--- src/hw/rtl/hysteresis_switch_state_top_defines.svh ---
// Assertion macros used by the top module of the hysteresis switch block.
`ifndef HYSTERESIS_SWITCH_STATE_TOP_DEFINES_SVH
`define HYSTERESIS_SWITCH_STATE_TOP_DEFINES_SVH

`ifndef SYNTHESIS

// The consequent must hold in the same cycle as the antecedent.
`define HSS_ASSERT_NOW(label, ante, cons) \
  label: assert property (@(posedge clk) disable iff (rst) (ante) |-> (cons)) \
    else $error("hysteresis switch check failed");

// The consequent must hold in the cycle after the antecedent.
`define HSS_ASSERT_NEXT(label, ante, cons) \
  label: assert property (@(posedge clk) disable iff (rst) (ante) |=> (cons)) \
    else $error("hysteresis switch check failed");

`else

`define HSS_ASSERT_NOW(label, ante, cons)
`define HSS_ASSERT_NEXT(label, ante, cons)

`endif

`endif

--- src/hw/rtl/hss_pkg.sv ---
// Types, codes and reset values for the hysteresis switch block.
package hss_pkg;

  // Switch states, ordered from fully off to fully on.
  typedef enum logic [1:0] {
    ST_REALLY_OFF = 2'd0,
    ST_HYST_OFF   = 2'd1,
    ST_HYST_ON    = 2'd2,
    ST_REALLY_ON  = 2'd3
  } sw_state_t;

  // Simulation phase codes carried with each item.
  localparam logic [2:0] ACT_NONE  = 3'd0;
  localparam logic [2:0] ACT_INIT  = 3'd1;
  localparam logic [2:0] ACT_SMSIG = 3'd2;
  localparam logic [2:0] ACT_CORR  = 3'd3;
  localparam logic [2:0] ACT_PRED  = 3'd4;

  // Configuration register indexes.
  localparam logic [2:0] REG_THRESHOLD = 3'd0;
  localparam logic [2:0] REG_HYST      = 3'd1;
  localparam logic [2:0] REG_START_ON  = 3'd2;
  localparam logic [2:0] REG_ON_COND   = 3'd3;
  localparam logic [2:0] REG_OFF_COND  = 3'd4;

  // Reset values of the configuration registers.
  localparam logic [31:0] ON_COND_RESET  = 32'h0001_0000;
  localparam logic [31:0] OFF_COND_RESET = 32'h0000_0000;

  // Registered configuration, with the hysteresis kept as magnitude and sign.
  typedef struct packed {
    logic signed [31:0] threshold;
    logic [31:0]        hyst_mag;
    logic               hyst_neg;
    logic               hyst_zero;
    logic               start_on;
    logic [31:0]        on_cond;
    logic [31:0]        off_cond;
  } cfg_t;

  // Request to reload both stored switch states.
  typedef struct packed {
    logic      valid;
    sw_state_t value;
  } state_load_t;

endpackage

--- src/hw/rtl/hss_cfg.sv ---
// Configuration registers of the hysteresis switch block.
module hss_cfg (
  input  logic                 clk,
  input  logic                 rst,
  input  logic                 cfg_valid,
  output logic                 cfg_ready,
  input  logic [2:0]           cfg_index,
  input  logic [31:0]          cfg_data,
  output hss_pkg::cfg_t        cfg,
  output hss_pkg::state_load_t load
);

  logic        wr_fire;
  logic [31:0] mag_next;

  // Writes are always taken.
  assign cfg_ready = 1'b1;
  assign wr_fire   = cfg_valid && cfg_ready;

  // Magnitude of the written hysteresis; the most negative value maps to 2^31.
  assign mag_next = cfg_data[31] ? (~cfg_data + 32'd1) : cfg_data;

  // Writing start_on reloads both stored states.
  always_comb begin
    load.valid = wr_fire && (cfg_index == hss_pkg::REG_START_ON);
    load.value = cfg_data[0] ? hss_pkg::ST_HYST_ON : hss_pkg::ST_HYST_OFF;
  end

  // Register file; indexes beyond the list are ignored.
  always_ff @(posedge clk) begin
    if (rst) begin
      cfg.threshold <= '0;
      cfg.hyst_mag  <= '0;
      cfg.hyst_neg  <= 1'b0;
      cfg.hyst_zero <= 1'b1;
      cfg.start_on  <= 1'b0;
      cfg.on_cond   <= hss_pkg::ON_COND_RESET;
      cfg.off_cond  <= hss_pkg::OFF_COND_RESET;
    end else if (wr_fire) begin
      unique case (cfg_index)
        hss_pkg::REG_THRESHOLD: cfg.threshold <= $signed(cfg_data);
        hss_pkg::REG_HYST: begin
          cfg.hyst_mag  <= mag_next;
          cfg.hyst_neg  <= cfg_data[31];
          cfg.hyst_zero <= (cfg_data == 32'd0);
        end
        hss_pkg::REG_START_ON:  cfg.start_on <= cfg_data[0];
        hss_pkg::REG_ON_COND:   cfg.on_cond  <= cfg_data;
        hss_pkg::REG_OFF_COND:  cfg.off_cond <= cfg_data;
        default: ;
      endcase
    end
  end

endmodule

--- src/hw/rtl/hss_next.sv ---
// Next-state rule of the switch: band compare and per-phase selection.
module hss_next (
  input  logic signed [31:0]  level,
  input  logic [2:0]          action,
  input  hss_pkg::sw_state_t  old_state,
  input  hss_pkg::sw_state_t  prior,
  input  hss_pkg::cfg_t       cfg,
  output hss_pkg::sw_state_t  next_state
);

  logic signed [33:0] lvl_ext;
  logic signed [33:0] band_hi;
  logic signed [33:0] band_lo;
  logic               above;
  logic               below;
  logic               is_corr;

  // Band edges in 34-bit range so the sums never overflow.
  assign lvl_ext = {{2{level[31]}}, level};
  assign band_hi = {{2{cfg.threshold[31]}}, cfg.threshold} + $signed({2'b00, cfg.hyst_mag});
  assign band_lo = {{2{cfg.threshold[31]}}, cfg.threshold} - $signed({2'b00, cfg.hyst_mag});
  assign above   = lvl_ext > band_hi;
  assign below   = lvl_ext < band_lo;
  assign is_corr = (action == hss_pkg::ACT_CORR);

  // With zero hysteresis both edges equal the threshold, so "above" is the
  // plain threshold compare. Levels on an edge count as inside the band.
  always_comb begin
    next_state = old_state;
    unique case (action) inside
      hss_pkg::ACT_INIT: begin
        if (cfg.start_on) begin
          next_state = above ? hss_pkg::ST_REALLY_ON : hss_pkg::ST_HYST_ON;
        end else begin
          next_state = below ? hss_pkg::ST_REALLY_OFF : hss_pkg::ST_HYST_OFF;
        end
      end
      hss_pkg::ACT_SMSIG: begin
        next_state = prior;
      end
      hss_pkg::ACT_CORR, hss_pkg::ACT_PRED: begin
        if (cfg.hyst_zero) begin
          next_state = above ? hss_pkg::ST_REALLY_ON : hss_pkg::ST_REALLY_OFF;
        end else if (above) begin
          next_state = hss_pkg::ST_REALLY_ON;
        end else if (below) begin
          next_state = hss_pkg::ST_REALLY_OFF;
        end else if (!cfg.hyst_neg) begin
          next_state = is_corr ? old_state : prior;
        end else begin
          // Negative hysteresis inside the band flips a hard prior state.
          case (prior)
            hss_pkg::ST_REALLY_ON:
              next_state = is_corr ? hss_pkg::ST_HYST_OFF : hss_pkg::ST_REALLY_OFF;
            hss_pkg::ST_REALLY_OFF:
              next_state = is_corr ? hss_pkg::ST_HYST_ON : hss_pkg::ST_REALLY_ON;
            default:
              next_state = prior;
          endcase
        end
      end
      default: begin
        // No-op phase and unused codes hold the state.
        next_state = old_state;
      end
    endcase
  end

endmodule

--- src/hw/rtl/hysteresis_switch_state_top.sv ---
// Top level of the hysteresis switch block: input register, state and result register.
// Usage:
//   Input channel: in_valid, in_stall, ctrl_level (signed Q16.16) and action (phase).
//   Result channel: out_valid, out_stall, switch_state, is_on, conductance, changed,
//   shrink_step. One result for every input transfer, in order.
//   Configuration: cfg_valid, cfg_ready, cfg_index, cfg_data; cfg_ready is always high.
//   Write registers only while no item is in flight. Writing start_on reloads the
//   present and prior switch states.
// Timing:
//   An item lands in the input register at its transfer and moves on to the result
//   register once that register is empty or its result is taken.
//   Throughput is one item per cycle while out_stall is low; the switch state is fed back
//   around the next-state logic, which sits between the input and result registers.
// Reset (rst, synchronous): both pipeline stages empty, switch states hysteresis off,
//   change flags cleared, registers at their reset values.
// Stall: while out_stall holds the result, the input register still fills; once both
//   are full, in_stall rises in the same cycle and the state stops advancing.
`include "hysteresis_switch_state_top_defines.svh"

module hysteresis_switch_state_top (
  input  logic               clk,
  input  logic               rst,
  input  logic               cfg_valid,
  output logic               cfg_ready,
  input  logic [2:0]         cfg_index,
  input  logic [31:0]        cfg_data,
  input  logic               in_valid,
  output logic               in_stall,
  input  logic signed [31:0] ctrl_level,
  input  logic [2:0]         action,
  output logic               out_valid,
  input  logic               out_stall,
  output logic [1:0]         switch_state,
  output logic               is_on,
  output logic [31:0]        conductance,
  output logic               changed,
  output logic               shrink_step
);

  hss_pkg::cfg_t        cfg;
  hss_pkg::state_load_t load;

  logic               s1_valid;
  logic signed [31:0] s1_level;
  logic [2:0]         s1_action;

  hss_pkg::sw_state_t present_state;
  hss_pkg::sw_state_t prior_state;
  logic               change_flag;
  logic               prior_change_flag;

  hss_pkg::sw_state_t prior_eff;
  hss_pkg::sw_state_t state_next;
  logic               change_flag_next;
  logic               prior_change_flag_next;
  logic               new_on;

  logic adv_out;
  logic s1_fire;
  logic in_fire;
  logic cfg_fire;

  hss_cfg u_cfg (
    .clk       (clk),
    .rst       (rst),
    .cfg_valid (cfg_valid),
    .cfg_ready (cfg_ready),
    .cfg_index (cfg_index),
    .cfg_data  (cfg_data),
    .cfg       (cfg),
    .load      (load)
  );

  // Pipeline handshake: the result register frees when empty or taken.
  assign adv_out  = !out_valid || !out_stall;
  assign s1_fire  = s1_valid && adv_out;
  assign in_stall = s1_valid && !adv_out;
  assign in_fire  = in_valid && !in_stall;
  assign cfg_fire = cfg_valid && cfg_ready;

  always_ff @(posedge clk) begin
    if (rst) begin
      s1_valid  <= 1'b0;
      out_valid <= 1'b0;
    end else begin
      s1_valid  <= in_fire || (s1_valid && !adv_out);
      out_valid <= s1_fire || (out_valid && out_stall);
    end
  end

  // Input register.
  always_ff @(posedge clk) begin
    if (in_fire) begin
      s1_level  <= ctrl_level;
      s1_action <= action;
    end
  end

  // The predictor rotates present into prior before the rule is applied.
  always_comb begin
    prior_eff              = prior_state;
    prior_change_flag_next = prior_change_flag;
    if (s1_action == hss_pkg::ACT_PRED) begin
      prior_eff              = present_state;
      prior_change_flag_next = change_flag;
    end
  end

  hss_next u_next (
    .level      (s1_level),
    .action     (s1_action),
    .old_state  (present_state),
    .prior      (prior_eff),
    .cfg        (cfg),
    .next_state (state_next)
  );

  assign change_flag_next = (s1_action == hss_pkg::ACT_CORR) && (state_next != present_state);
  assign new_on           = state_next[1];

  // Switch state and change flags.
  always_ff @(posedge clk) begin
    if (rst) begin
      present_state     <= hss_pkg::ST_HYST_OFF;
      prior_state       <= hss_pkg::ST_HYST_OFF;
      change_flag       <= 1'b0;
      prior_change_flag <= 1'b0;
    end else if (load.valid) begin
      present_state <= load.value;
      prior_state   <= load.value;
    end else if (s1_fire) begin
      present_state     <= state_next;
      prior_state       <= (s1_action == hss_pkg::ACT_INIT) ? state_next : prior_eff;
      change_flag       <= change_flag_next;
      prior_change_flag <= prior_change_flag_next;
    end
  end

  // Result register.
  always_ff @(posedge clk) begin
    if (s1_fire) begin
      switch_state <= state_next;
      is_on        <= new_on;
      conductance  <= new_on ? cfg.on_cond : cfg.off_cond;
      changed      <= change_flag_next;
      shrink_step  <= prior_change_flag_next;
    end
  end

  // Checks on the state update and result register.
  `HSS_ASSERT_NEXT(a_changed_only_corr, s1_fire && (s1_action != hss_pkg::ACT_CORR), !changed)
  `HSS_ASSERT_NEXT(a_init_aligns_prior, s1_fire && (s1_action == hss_pkg::ACT_INIT) && !load.valid, prior_state == present_state)
  `HSS_ASSERT_NEXT(a_reload_soft_state, load.valid, (present_state == hss_pkg::ST_HYST_ON) || (present_state == hss_pkg::ST_HYST_OFF))
  `HSS_ASSERT_NOW(a_result_tracks_state, out_valid && !s1_valid && !cfg_fire, switch_state == present_state)

endmodule

--- config.mk ---
export PLATFORM = sky130hd
export DESIGN_NAME = hysteresis_switch_state_top
export DESIGN_NICKNAME = d
export VERILOG_FILES = /design/src/hw/rtl/hss_pkg.sv /design/src/hw/rtl/hss_cfg.sv /design/src/hw/rtl/hss_next.sv /design/src/hw/rtl/hysteresis_switch_state_top.sv
export VERILOG_INCLUDE_DIRS = /design/src /design/src/hw/rtl
export SDC_FILE = /design/constraint.sdc
export NUM_CORES = 1
export LEC_CHECK = 0
export BUFFER_PORTS_ARGS = -buffer_cell sky130_fd_sc_hd__buf_2
export CAP_MARGIN = 30
export CORE_UTILIZATION = 55
export CTS_CLUSTER_DIAMETER = 40
export DETAILED_ROUTE_END_ITERATION = 10
export PLACE_DENSITY = 0.83
export SLEW_MARGIN = 20
export SYNTH_ARGS = -nofsm -noshare
export SYNTH_HDL_FRONTEND = slang
export SYNTH_SLANG_ARGS = --single-unit
--- constraint.sdc ---
create_clock -name clk -period 6.1 [get_ports clk]
set_input_delay 0 -clock clk [delete_from_list [all_inputs] [get_ports clk]]
set_output_delay 0 -clock clk [all_outputs]
set_load 0.1 [all_outputs]
# Yosys cells after proc, flatten, opt, wreduce, memory -nomap -nowiden
# Cells that the tools add are included.
# W data, S select, Z words.
dict set report word_totals {
  regBits 211
  in_bits 75
  out_inout_bits 40
}
dict set report op_classes {
  n_reduce_logical 24
  n_mux 23
  magnitude_cmp 2
  n_eq_ne 10
  bitwise 2
  add_sub_neg 3
}
# cell count
set op_table {}
lappend op_table {{$mux W32} 2}
lappend op_table {{$add A32 B33 Y34} 1}
lappend op_table {{$gt A32 B34 Y1} 1}
lappend op_table {{$lt A32 B34 Y1} 1}
lappend op_table {{$sub A32 B33 Y34} 1}
lappend op_table {{$add A32 B1 Y32 const B} 1}
lappend op_table {{$logic_not A32 Y1} 1}
lappend op_table {{$not A32 Y32} 1}
lappend op_table {{$mux W2} 14}
lappend op_table {{$eq A3 B2 Y1 const B} 4}
lappend op_table {{$reduce_and A2 Y1} 6}
lappend op_table {{$eq A3 B1 Y1 const B} 2}
lappend op_table {{$eq A3 B3 Y1 const B} 2}
lappend op_table {{$logic_and A1 B1 Y1} 6}
lappend op_table {{$pmux W2 S3} 1}
lappend op_table {{$mux W1} 5}
lappend op_table {{$logic_not A1 Y1} 4}
lappend op_table {{$pmux W2 S2} 1}
lappend op_table {{$logic_not A3 Y1} 1}
lappend op_table {{$logic_or A1 B1 Y1} 3}
lappend op_table {{$eq A2 B2 Y1 const B} 1}
lappend op_table {{$logic_not A2 Y1} 1}
lappend op_table {{$ne A2 B2 Y1} 1}
lappend op_table {{$reduce_bool A2 Y1} 1}
lappend op_table {{other kinds (2)} 2}

# Longest topological paths before layout
# Gate-level depths: netlist of run 1.
dict set report depth {
  depth_word 12
  depth_mapped 27
  mapped_depth_nobuf 25
}

# Cells and area by module
# A second synthesis of run 1 with hierarchy kept.
dict set report unflattened {
  hier_cells 1540
  hier_area_um2 13341.5
}
# module area_each_um2 cells_per_inst instances
set by_module_without_submodules {}
lappend by_module_without_submodules {hss_cfg 5380.2 680 1}
lappend by_module_without_submodules {hss_next 4954.8 695 1}
lappend by_module_without_submodules {hysteresis_switch_state_top 3006.6 165 1}

# Worst setup path before layout of run 1
# OpenSTA, ideal clock, no wires.
dict set report synth_timing {
  path_kind {register to register}
  from {register, netlist name u_cfg.cfg[77]}
  to {register conductance[10] (data pin)}
  path_slack_ns 0.275
  setup_time_ns 0.260
  arrival_time_ns 5.565
  path_stages_with_launch 26
  path_cell_list {dfxtp_1 inv_1 ha_1 clkbuf_1 a21o_1 a211o_1 a2111oi_0 o211ai_1 a31oi_1 o2bb2ai_1 nand2b_1 a21oi_1 o41ai_1 xnor2_1 ha_1 nand4_1 nor3_1 nor3b_1 a221oi_1 o211ai_1 or4b_2 a31oi_1 o22a_1 buf_2 buf_4 mux2_2}
}
dict set report synth_via {
  elab_chain_len 7
}
# item line_no
set synth_rtl {}
lappend synth_rtl {{$sub A32 B33 Y34} hss_next.sv:21} ;# assign band_lo = {{2{cfg.threshold[31]}}, cfg.threshold} - $signed({2'b00, cfg.hyst_mag});
lappend synth_rtl {{$lt A32 B34 Y1} hss_next.sv:23} ;# assign below = lvl_ext < band_lo;
lappend synth_rtl {{$mux W2} hss_next.sv:46} ;# end else if (below) begin
lappend synth_rtl {{$mux W2} hss_next.sv:44} ;# end else if (above) begin
lappend synth_rtl {{$mux W2 *} hss_next.sv:42} ;# if (cfg.hyst_zero) begin
lappend synth_rtl {{$pmux W2 S3 *} hss_next.sv:30} ;# unique case (action) inside
lappend synth_rtl {{$mux W32 *} hysteresis_switch_state_top.sv:144} ;# conductance <= new_on ? cfg.on_cond : cfg.off_cond;
lappend synth_rtl {{end signal, assigned} hysteresis_switch_state_top.sv:144}
lappend synth_rtl {{end, declared} hysteresis_switch_state_top.sv:35} ;# output logic [31:0] conductance,
# Every way passes the cells marked *; elsewhere a longest branch is shown, timed or not.
# A chain may end at the register's enable or synchronous reset.

# Final worst setup path of run 1
dict set report layout_timing {
  from {register, netlist name u_cfg.cfg[67]}
  to {register conductance[27] (data pin)}
}
dict set report layout_via {
  elab_chain_len 7
}
# item line_no
set layout_rtl {}
lappend layout_rtl {{$sub A32 B33 Y34} hss_next.sv:21}
lappend layout_rtl {{$lt A32 B34 Y1} hss_next.sv:23}
lappend layout_rtl {{$mux W2} hss_next.sv:46}
lappend layout_rtl {{$mux W2} hss_next.sv:44}
lappend layout_rtl {{$mux W2 *} hss_next.sv:42}
lappend layout_rtl {{$pmux W2 S3 *} hss_next.sv:30}
lappend layout_rtl {{$mux W32 *} hysteresis_switch_state_top.sv:144}
# Marked as above.

==> key figures, run 1 <==
Final layout
  • Ant diodes: 0
  • Nets: 1945
  • Fillers: 1833
  • Area growth syn-to-layout: 23.1%
  • Final Core Density: 69.3%
  • Final Instance Area: 0.0163 mm²
  • Layout cells sized above 1: 17.0%

Routing
  • Initial drt markers: 1118
  • DRC Markers: 0
  • ANT nets after route: 0
  • DR vias/cell: 5.85
  • Post-Route WL: 37800 µm
  • First-pass DRT Iterations: 5
  • Via total after detailed routing: 12150
  • DR WL/cell: 18.2 µm

Setup path
  • Worst EP arrival: 6.17 ns
  • Top delay family on crit path: compound AO/OA/AOI/OAI gates
  • WP data required: 6.41 ns
  • FF-to-FF path depth: 26
  • Critical R2R Capture: conductance[27]
  • CP max-delay cell: dfxtp_1
  • Worst Setup End Kind: flip-flop
  • Crit start category: flip-flop
  • WS Path Type: reg2reg
  • Reg2Reg Setup Slack: 0.24 ns
  • Buf+Inv Stages, Crit Path: 5
  • Reg-to-Reg Start: u_cfg.cfg[67]
  • Critical-path maximum fanout: 9
  • Largest stage delay on the critical path: 0.38 ns

Yosys
  • Syn Area/Cell: 8.53 µm²
  • Post-synthesis sequential area ratio: 37.1%
  • Synth Net Count: 1764
  • Synth Flop Type: dfxtp_1
  • Post-synth ARST share: 0%
  • Number of flops mapped to enable cells by yosys: 71
  • Synth Instances: 1554
  • Warnings from Yosys: 0
  • Count of different cell masters after synthesis: 77
  • Mapped Area: 0.0133 mm²
  • Flop and latch count out of synthesis: 210

Clock tree
  • CTS Buffer Depth: 3
  • Total CTS buffers: 29
  • Reg clk slew, reported paths: 0.06 ns
  • H-tree level count: 1
  • Clock sink total: 210
  • CTS tree: done
  • Clock Latency Late Sink: 0.56 ns
  • CTS root buffer: clkbuf_16

Power
  • Power Internal: 2.99 mW
  • Switch share: 29.6%
  • Sequential power share: 36.2%
  • Worst VDD drop: 0.212 mV
  • Pwr/cell area: 261 mW/mm²
  • Clock power share: 42.3%
  • Leak: 6.65 nW
  • Switching pwr: 1.26 mW
  • Tot Pwr: 4.25 mW
  • Combinational Power Share: 21.5%

Floorplanning
  • Num rows: 56
  • Die width: 157 µm
  • Die ar.: 0.0247 mm²
  • Io pins: 115
  • Chip height: 157 µm
  • Starting density of the core: 56.3%
  • Core Box Area: 0.0235 mm²

STA
  • Tcrit/Tclk final: 96.1%
  • Hold Vio Cnt, Final: 1
  • Final setup fails: 0
  • Final min period: 5.86 ns
  • Slew headroom: 48.7%
  • Clk_skew: 0.0273 ns
  • Fin. max-slew vios: 0
  • Hold_ws: -0.00862 ns
  • Max Freq: 171 MHz
  • Least-Margin Pin Slew: 0.769 ns
  • Setup_tns: 0 ns

Global route
  • GRT overflow: 0
  • First-pass GRT wire length: 58600 µm
  • Vias in the first global route: 11744
  • Largest net degree at the start of global routing: 73
  • Antenna violations before repair: 0
  • Overall Global Routing Usage: 29.7%

Place
  • Dpl cell area: 0.0142 mm²
  • GPL Wtd Cong: 0.929
  • Port bufs: 113
  • Post-DP HPWL: 25400 µm

Run
  • Max-cap viol count: 0

Worst hold path
  • WHS Path Cells: 2
  • WHS Endpoint: prior_change_flag
  • Worst min path class: in2reg
  • Hold Path Origin: rst

Outcome
  • Failing checks: negative hold slack
  • Outcome: complete, but fails checks
## final cells by class
cell class              count  area, µm²  share of cell area, %
repair buffers            241       1810                   11.1
clock buffers              37        808                   4.95
clock inverters            17        225                   1.38
inverters                  82        308                   1.89
well taps                 319        399                   2.45
flip-flops and latches    210       4910                   30.1
multi-input cells        1171       7860                   48.1
## per-stage QoR
step	setup slack [ns]	cells
6_report	0.240	2077
4_1_cts	0.00441	2071
2_1_floorplan	0.275	1554
3_3_place_gp	-0.000920	1940
5_1_grt	-0.0330	2077
3_5_place_dp	-0.118	1940
## metal layers
metal | GRT usage, % | vias up | part of all wire [%]
met5 | 0 | - | 0
met2 | 47.6 | 564 | 46
li1 | - | 5813 | -
met1 | 40.2 | 5669 | 43
met4 | 11.8 | 0 | 3.6
met3 | 4.49 | 104 | 7.7
## synth_stat cells (6+ instances only)
cell,instances,area [µm²]
or3_1,10,62.6
mux2_2,33,372
ha_1,133,1660
clkbuf_1,77,289
o31ai_1,10,75.1
a31oi_1,7,43.8
xnor2_1,54,473
and3_1,6,37.5
o41ai_1,8,70.1
nand3_1,19,95.1
or4_1,9,67.6
nor2_1,118,443
nor2b_1,9,56.3
a21o_1,19,143
dfxtp_1,139,2780
xor2_1,33,289
a211oi_1,37,278
o22ai_1,6,37.5
o211ai_1,6,45.0
o21ai_0,47,235
nand2b_1,23,144
or2_2,7,43.8
inv_1,82,308
nand4_1,13,81.3
o21a_1,6,45.0
o21bai_1,9,67.6
edfxtp_1,71,2130
nand2_1,258,968
a21oi_1,190,951
nor3_1,20,100
## cell families (layout without fill, tap and decap cells)
| group | count (synthesis) | count (layout) | share of synthesized area, % |
|---|---|---|---|
| other | 1 | 1 | 0.0283 |
| DFF | 210 | 210 | 37.1 |
| buffers and inverters | 173 | 377 | 5.16 |
| AOI/OAI and AO/OA | 393 | 393 | 18.5 |
| adders and majority gates | 135 | 135 | 12.9 |
| and+or+nand+nor | 519 | 519 | 17.6 |
| muxes | 36 | 36 | 3.03 |
| xor gates and xnor gates | 87 | 87 | 5.75 |
## cells in the final DEF, fill, tap and decap left out, types with 7 or more instances in the layout
cell type,count
nand2_1,257
a21oi_1,185
dfxtp_1,139
ha_1,125
nor2_1,117
buf_2,112
inv_1,81
dlygate4sd3_1,77
edfxtp_1,71
xnor2_1,54
buf_4,46
o21ai_0,45
a211oi_1,36
mux2_2,33
xor2_1,33
clkbuf_16,33
nand2b_1,22
nand3_1,19
a21o_1,19
nor3_1,18
nand4_1,13
or3_1,10
or4_1,9
o31ai_1,9
o21bai_1,9
nor2b_1,8
inv_6,8
or2_2,7
## registers in the layout, summed over array words and instances (netlist names)
register,flops
shrink_step,1
change_flag,1
changed,1
conductance,32
switch_state,2
prior_state,2
s1_level,32
present_state,2
s1_action,3
s1_valid,1
out_valid,1
u_cfg.cfg,131
prior_change_flag,1
## power by group through the flow
stage | logic (mW) | clock network [mW] | registers [mW]
2_1_floorplan | 0.517 | 0 | 1.64
3_3_place_gp | 0.791 | 0 | 1.56
3_5_place_dp | 0.812 | 0 | 1.56
4_1_cts | 0.859 | 1.80 | 1.54
5_1_grt | 0.998 | 1.87 | 1.54
6_report | 0.914 | 1.80 | 1.54
## worst max path at each step
| stage | endpoint | from | cells past startpoint | slack [ns] |
|---|---|---|---|---|
| 3_5_place_dp | conductance[22] | u_cfg.cfg[77] | 24 | -0.12 |
| 5_1_grt | conductance[22] | u_cfg.cfg[67] | 26 | -0.03 |
| 6_report | conductance[27] | u_cfg.cfg[67] | 26 | 0.24 |
| 2_1_floorplan | conductance[10] | u_cfg.cfg[77] | 25 | 0.28 |
| 3_3_place_gp | conductance[2] | u_cfg.cfg[77] | 24 | -0.0009 |
| 4_1_cts | conductance[4] | u_cfg.cfg[75] | 24 | 0.004 |
## timing repair
action                                  CTS  global route
buffers inserted                          0             1
hold buffers                             77             0
pin swaps                                 0            10
endpoints found under the setup margin   34            36
resized for setup                         4            36
endpoints found under the hold margin   169             0
cloned                                    0             3
Note: power is estimated with default switching activity, not from simulation.
==> run 2, diff against run 1 <==
- CORE_UTILIZATION: 55 -> 45
- PLACE_DENSITY: 0.83 -> 0.71
==> run 2 against run 1 <==
Effect of this change:
- the flow now finishes without violations
- cell area rose by 0.87%
- combinational power hardly changed
- largest power group unchanged
- largest cell class unchanged
- fmax up 0.84%
- highest routed layer unchanged
- clock skew rose by 0.0049 ns
- routed wire length is 3.9% lower
- sequential cell count unchanged
- sequential share of layout area fell by 0.26 points
- critical path type unchanged
- cell count increased by 3.7%
- power increased by 0.96%
- non-clock buffer count grew 7
- die area is 22% higher
==> key figures, run 2 (same netlist as run 1, synthesis figures left out) <==
Routing
  • Post-Route WL: 36300 µm (was 37800 µm)
  • Via total after detailed routing: 11737 (was 12150)
  • DR WL/cell: 16.9 µm (was 18.2 µm)
  • ANT nets after route: 0 (unchanged)
  • Initial drt markers: 696 (was 1118)
  • First-pass DRT Iterations: 6 (was 5)
  • DRC Markers: 0 (unchanged)
  • DR vias/cell: 5.45 (was 5.85)

Floorplanning
  • Io pins: 115 (unchanged)
  • Num rows: 62 (was 56)
  • Chip height: 174 µm (was 157 µm)
  • Die width: 174 µm (was 157 µm)
  • Starting density of the core: 45.9% (was 56.3%)
  • Die ar.: 0.0301 mm² (was 0.0247 mm²)
  • Core Box Area: 0.0289 mm² (was 0.0235 mm²)

Final layout
  • Most frequent cells in the layout: nand2_1, a21oi_1, dfxtp_1, ha_1, nor2_1 (unchanged)
  • Area growth syn-to-layout: 24.2% (was 23.1%)
  • Final Core Density: 57.0% (was 69.3%)
  • Commonest non-fill, non-tap cell in the layout: nand2_1 (unchanged)
  • Final Instance Area: 0.0165 mm² (was 0.0163 mm²)
  • Largest register FFs: 131 (unchanged)
  • Biggest registers after layout: u_cfg.cfg (131), conductance (32), s1_level (32) (unchanged)
  • Nets: 1954 (was 1945)
  • Biggest register: u_cfg.cfg (unchanged)
  • Ant diodes: 0 (unchanged)
  • Layout cells sized above 1: 17.2% (was 17.0%)

STA
  • Tcrit/Tclk final: 95.3% (was 96.1%)
  • Final min period: 5.81 ns (was 5.86 ns)
  • Hold Vio Cnt, Final: 0 (was 1)
  • Setup_tns: 0 ns (unchanged)
  • Final setup fails: 0 (unchanged)
  • Clk_skew: 0.0322 ns (was 0.0273 ns)
  • Fin. max-slew vios: 0 (unchanged)
  • Least-Margin Pin Slew: 0.984 ns (was 0.769 ns)
  • Max Freq: 172 MHz (was 171 MHz)
  • Slew headroom: 33.6% (was 48.7%)

Setup path
  • Worst EP arrival: 6.12 ns (was 6.17 ns)
  • WP data required: 6.41 ns (about the same)
  • Largest stage delay on the critical path: 0.58 ns (was 0.38 ns)
  • Crit path from: u_cfg.cfg[77] (was u_cfg.cfg[67])
  • Reg2Reg Setup Slack: 0.29 ns (was 0.24 ns)
  • WS Path Type: reg2reg (unchanged)
  • Crit start category: flip-flop (unchanged)
  • Buf+Inv Stages, Crit Path: 3 (was 5)
  • Worst-path cell chain: inv_1 -> ha_1 -> a21o_1 -> a211o_1 -> a2111oi_2 -> buf_4 -> o211ai_1 -> a31oi_2 -> o2bb2ai_1 -> nand2b_4 -> a21oi_2 -> o41ai_2 -> xnor2_1 -> ha_1 -> nand4_1 -> nor3_1 -> nor3b_1 -> a221oi_1 -> o211ai_1 -> or4b_4 -> a31oi_4 -> o22a_4 -> clkbuf_16 -> mux2_2
  • Worst Setup End Kind: flip-flop (unchanged)
  • Top delay family on crit path: compound AO/OA/AOI/OAI gates (unchanged)
  • Critical-path maximum fanout: 8 (was 9)
  • CP max-delay cell: or4b_4 (was dfxtp_1)
  • Reg-to-Reg Start: u_cfg.cfg[77] (was u_cfg.cfg[67])

Clock tree
  • H-tree level count: 1 (unchanged)
  • CTS tree: done (unchanged)
  • Clock sink total: 210 (unchanged)
  • Clock Latency Late Sink: 0.57 ns (was 0.56 ns)
  • Reg clk slew, reported paths: 0.06 ns (about the same)
  • CTS Buffer Depth: 3 (unchanged)
  • Total CTS buffers: 31 (was 29)
  • CTS root buffer: clkbuf_16 (unchanged)

Power
  • Pwr/cell area: 261 mW/mm² (about the same)
  • Worst VDD drop: 0.255 mV (was 0.212 mV)
  • Leak: 6.73 nW (was 6.65 nW)
  • Tot Pwr: 4.29 mW (was 4.25 mW)

Place
  • GPL Wtd Cong: 0.904 (was 0.929)
  • Dpl cell area: 0.0143 mm² (was 0.0142 mm²)
  • Post-DP HPWL: 25400 µm (about the same)
  • Port bufs: 113 (unchanged)

Global route
  • GRT overflow: 0 (unchanged)
  • Largest net degree at the start of global routing: 79 (was 73)
  • Vias in the first global route: 11012 (was 11744)
  • Antenna violations before repair: 0 (unchanged)
  • Overall Global Routing Usage: 23.1% (was 29.7%)
  • First-pass GRT wire length: 56800 µm (was 58600 µm)

Run
  • Max-cap viol count: 0 (unchanged)

Worst hold path
  • Worst min path class: in2reg (unchanged)
  • Hold Path Origin: cfg_valid (was rst)

Outcome
  • Outcome: finished clean (was complete, but fails checks)
## run 2: layout make-up
class	instances	area, µm²
multi-input cells	1171	7810
flip-flops and latches	210	4910
repair buffers	248	1860
clock inverters	25	298
clock buffers	33	783
fillers	2539	12400
well taps	384	480
inverters	82	308
## run 2: power by group
group          leakage, nW  internal, mW  switching [mW]  total, mW
clock                0.534          1.10           0.745       1.84
sequential            1.80          1.50          0.0363       1.54
combinational         4.40         0.377           0.538      0.914
## run 2: layer usage
| metal | GRT usage, % | vias to the layer above | share of wire, % |
|---|---|---|---|
| li1 | - | 5840 | - |
| met1 | 32.6 | 5444 | 47 |
| met2 | 35.5 | 377 | 44 |
| met3 | 3.46 | 76 | 6.1 |
| met4 | 8.74 | 0 | 3.2 |
| met5 | 0 | - | 0 |
## run 2: stage by stage
step	cells	hold slack, ns	setup slack [ns]
finish	2153	0.0368	0.289
global route	2153	0.0500	-0.0230
CTS	2146	0.00333	0.00336
detailed placement	2009	0.178	-0.0480
global placement	2009	0.177	0.0382
floorplan	1554	0.0989	0.275
## run 2: final timing paths
path | to | depth (start not counted)
setup / recovery | conductance[10] | 24
hold / removal | u_cfg.cfg[28] | 4
hold reg to reg | u_cfg.cfg[16] | 2
setup reg to reg | conductance[10] | 24
## run 2: tightest hold or removal path, cell delays in order
cell and delay (ns):
buf_2 0.11, and3_1 0.29, nand2_1 0.11, a21oi_1 0.05
## run 2: repair_timing
action / in CTS / in global routing
resized for setup: 1 / 33
hold buffers: 79 / 0
cloned: 0 / 3
endpoints found under the setup margin: 32 / 36
pin swaps: 1 / 7
hold endpoints to repair: 170 / 0
buffers inserted: 0 / 2
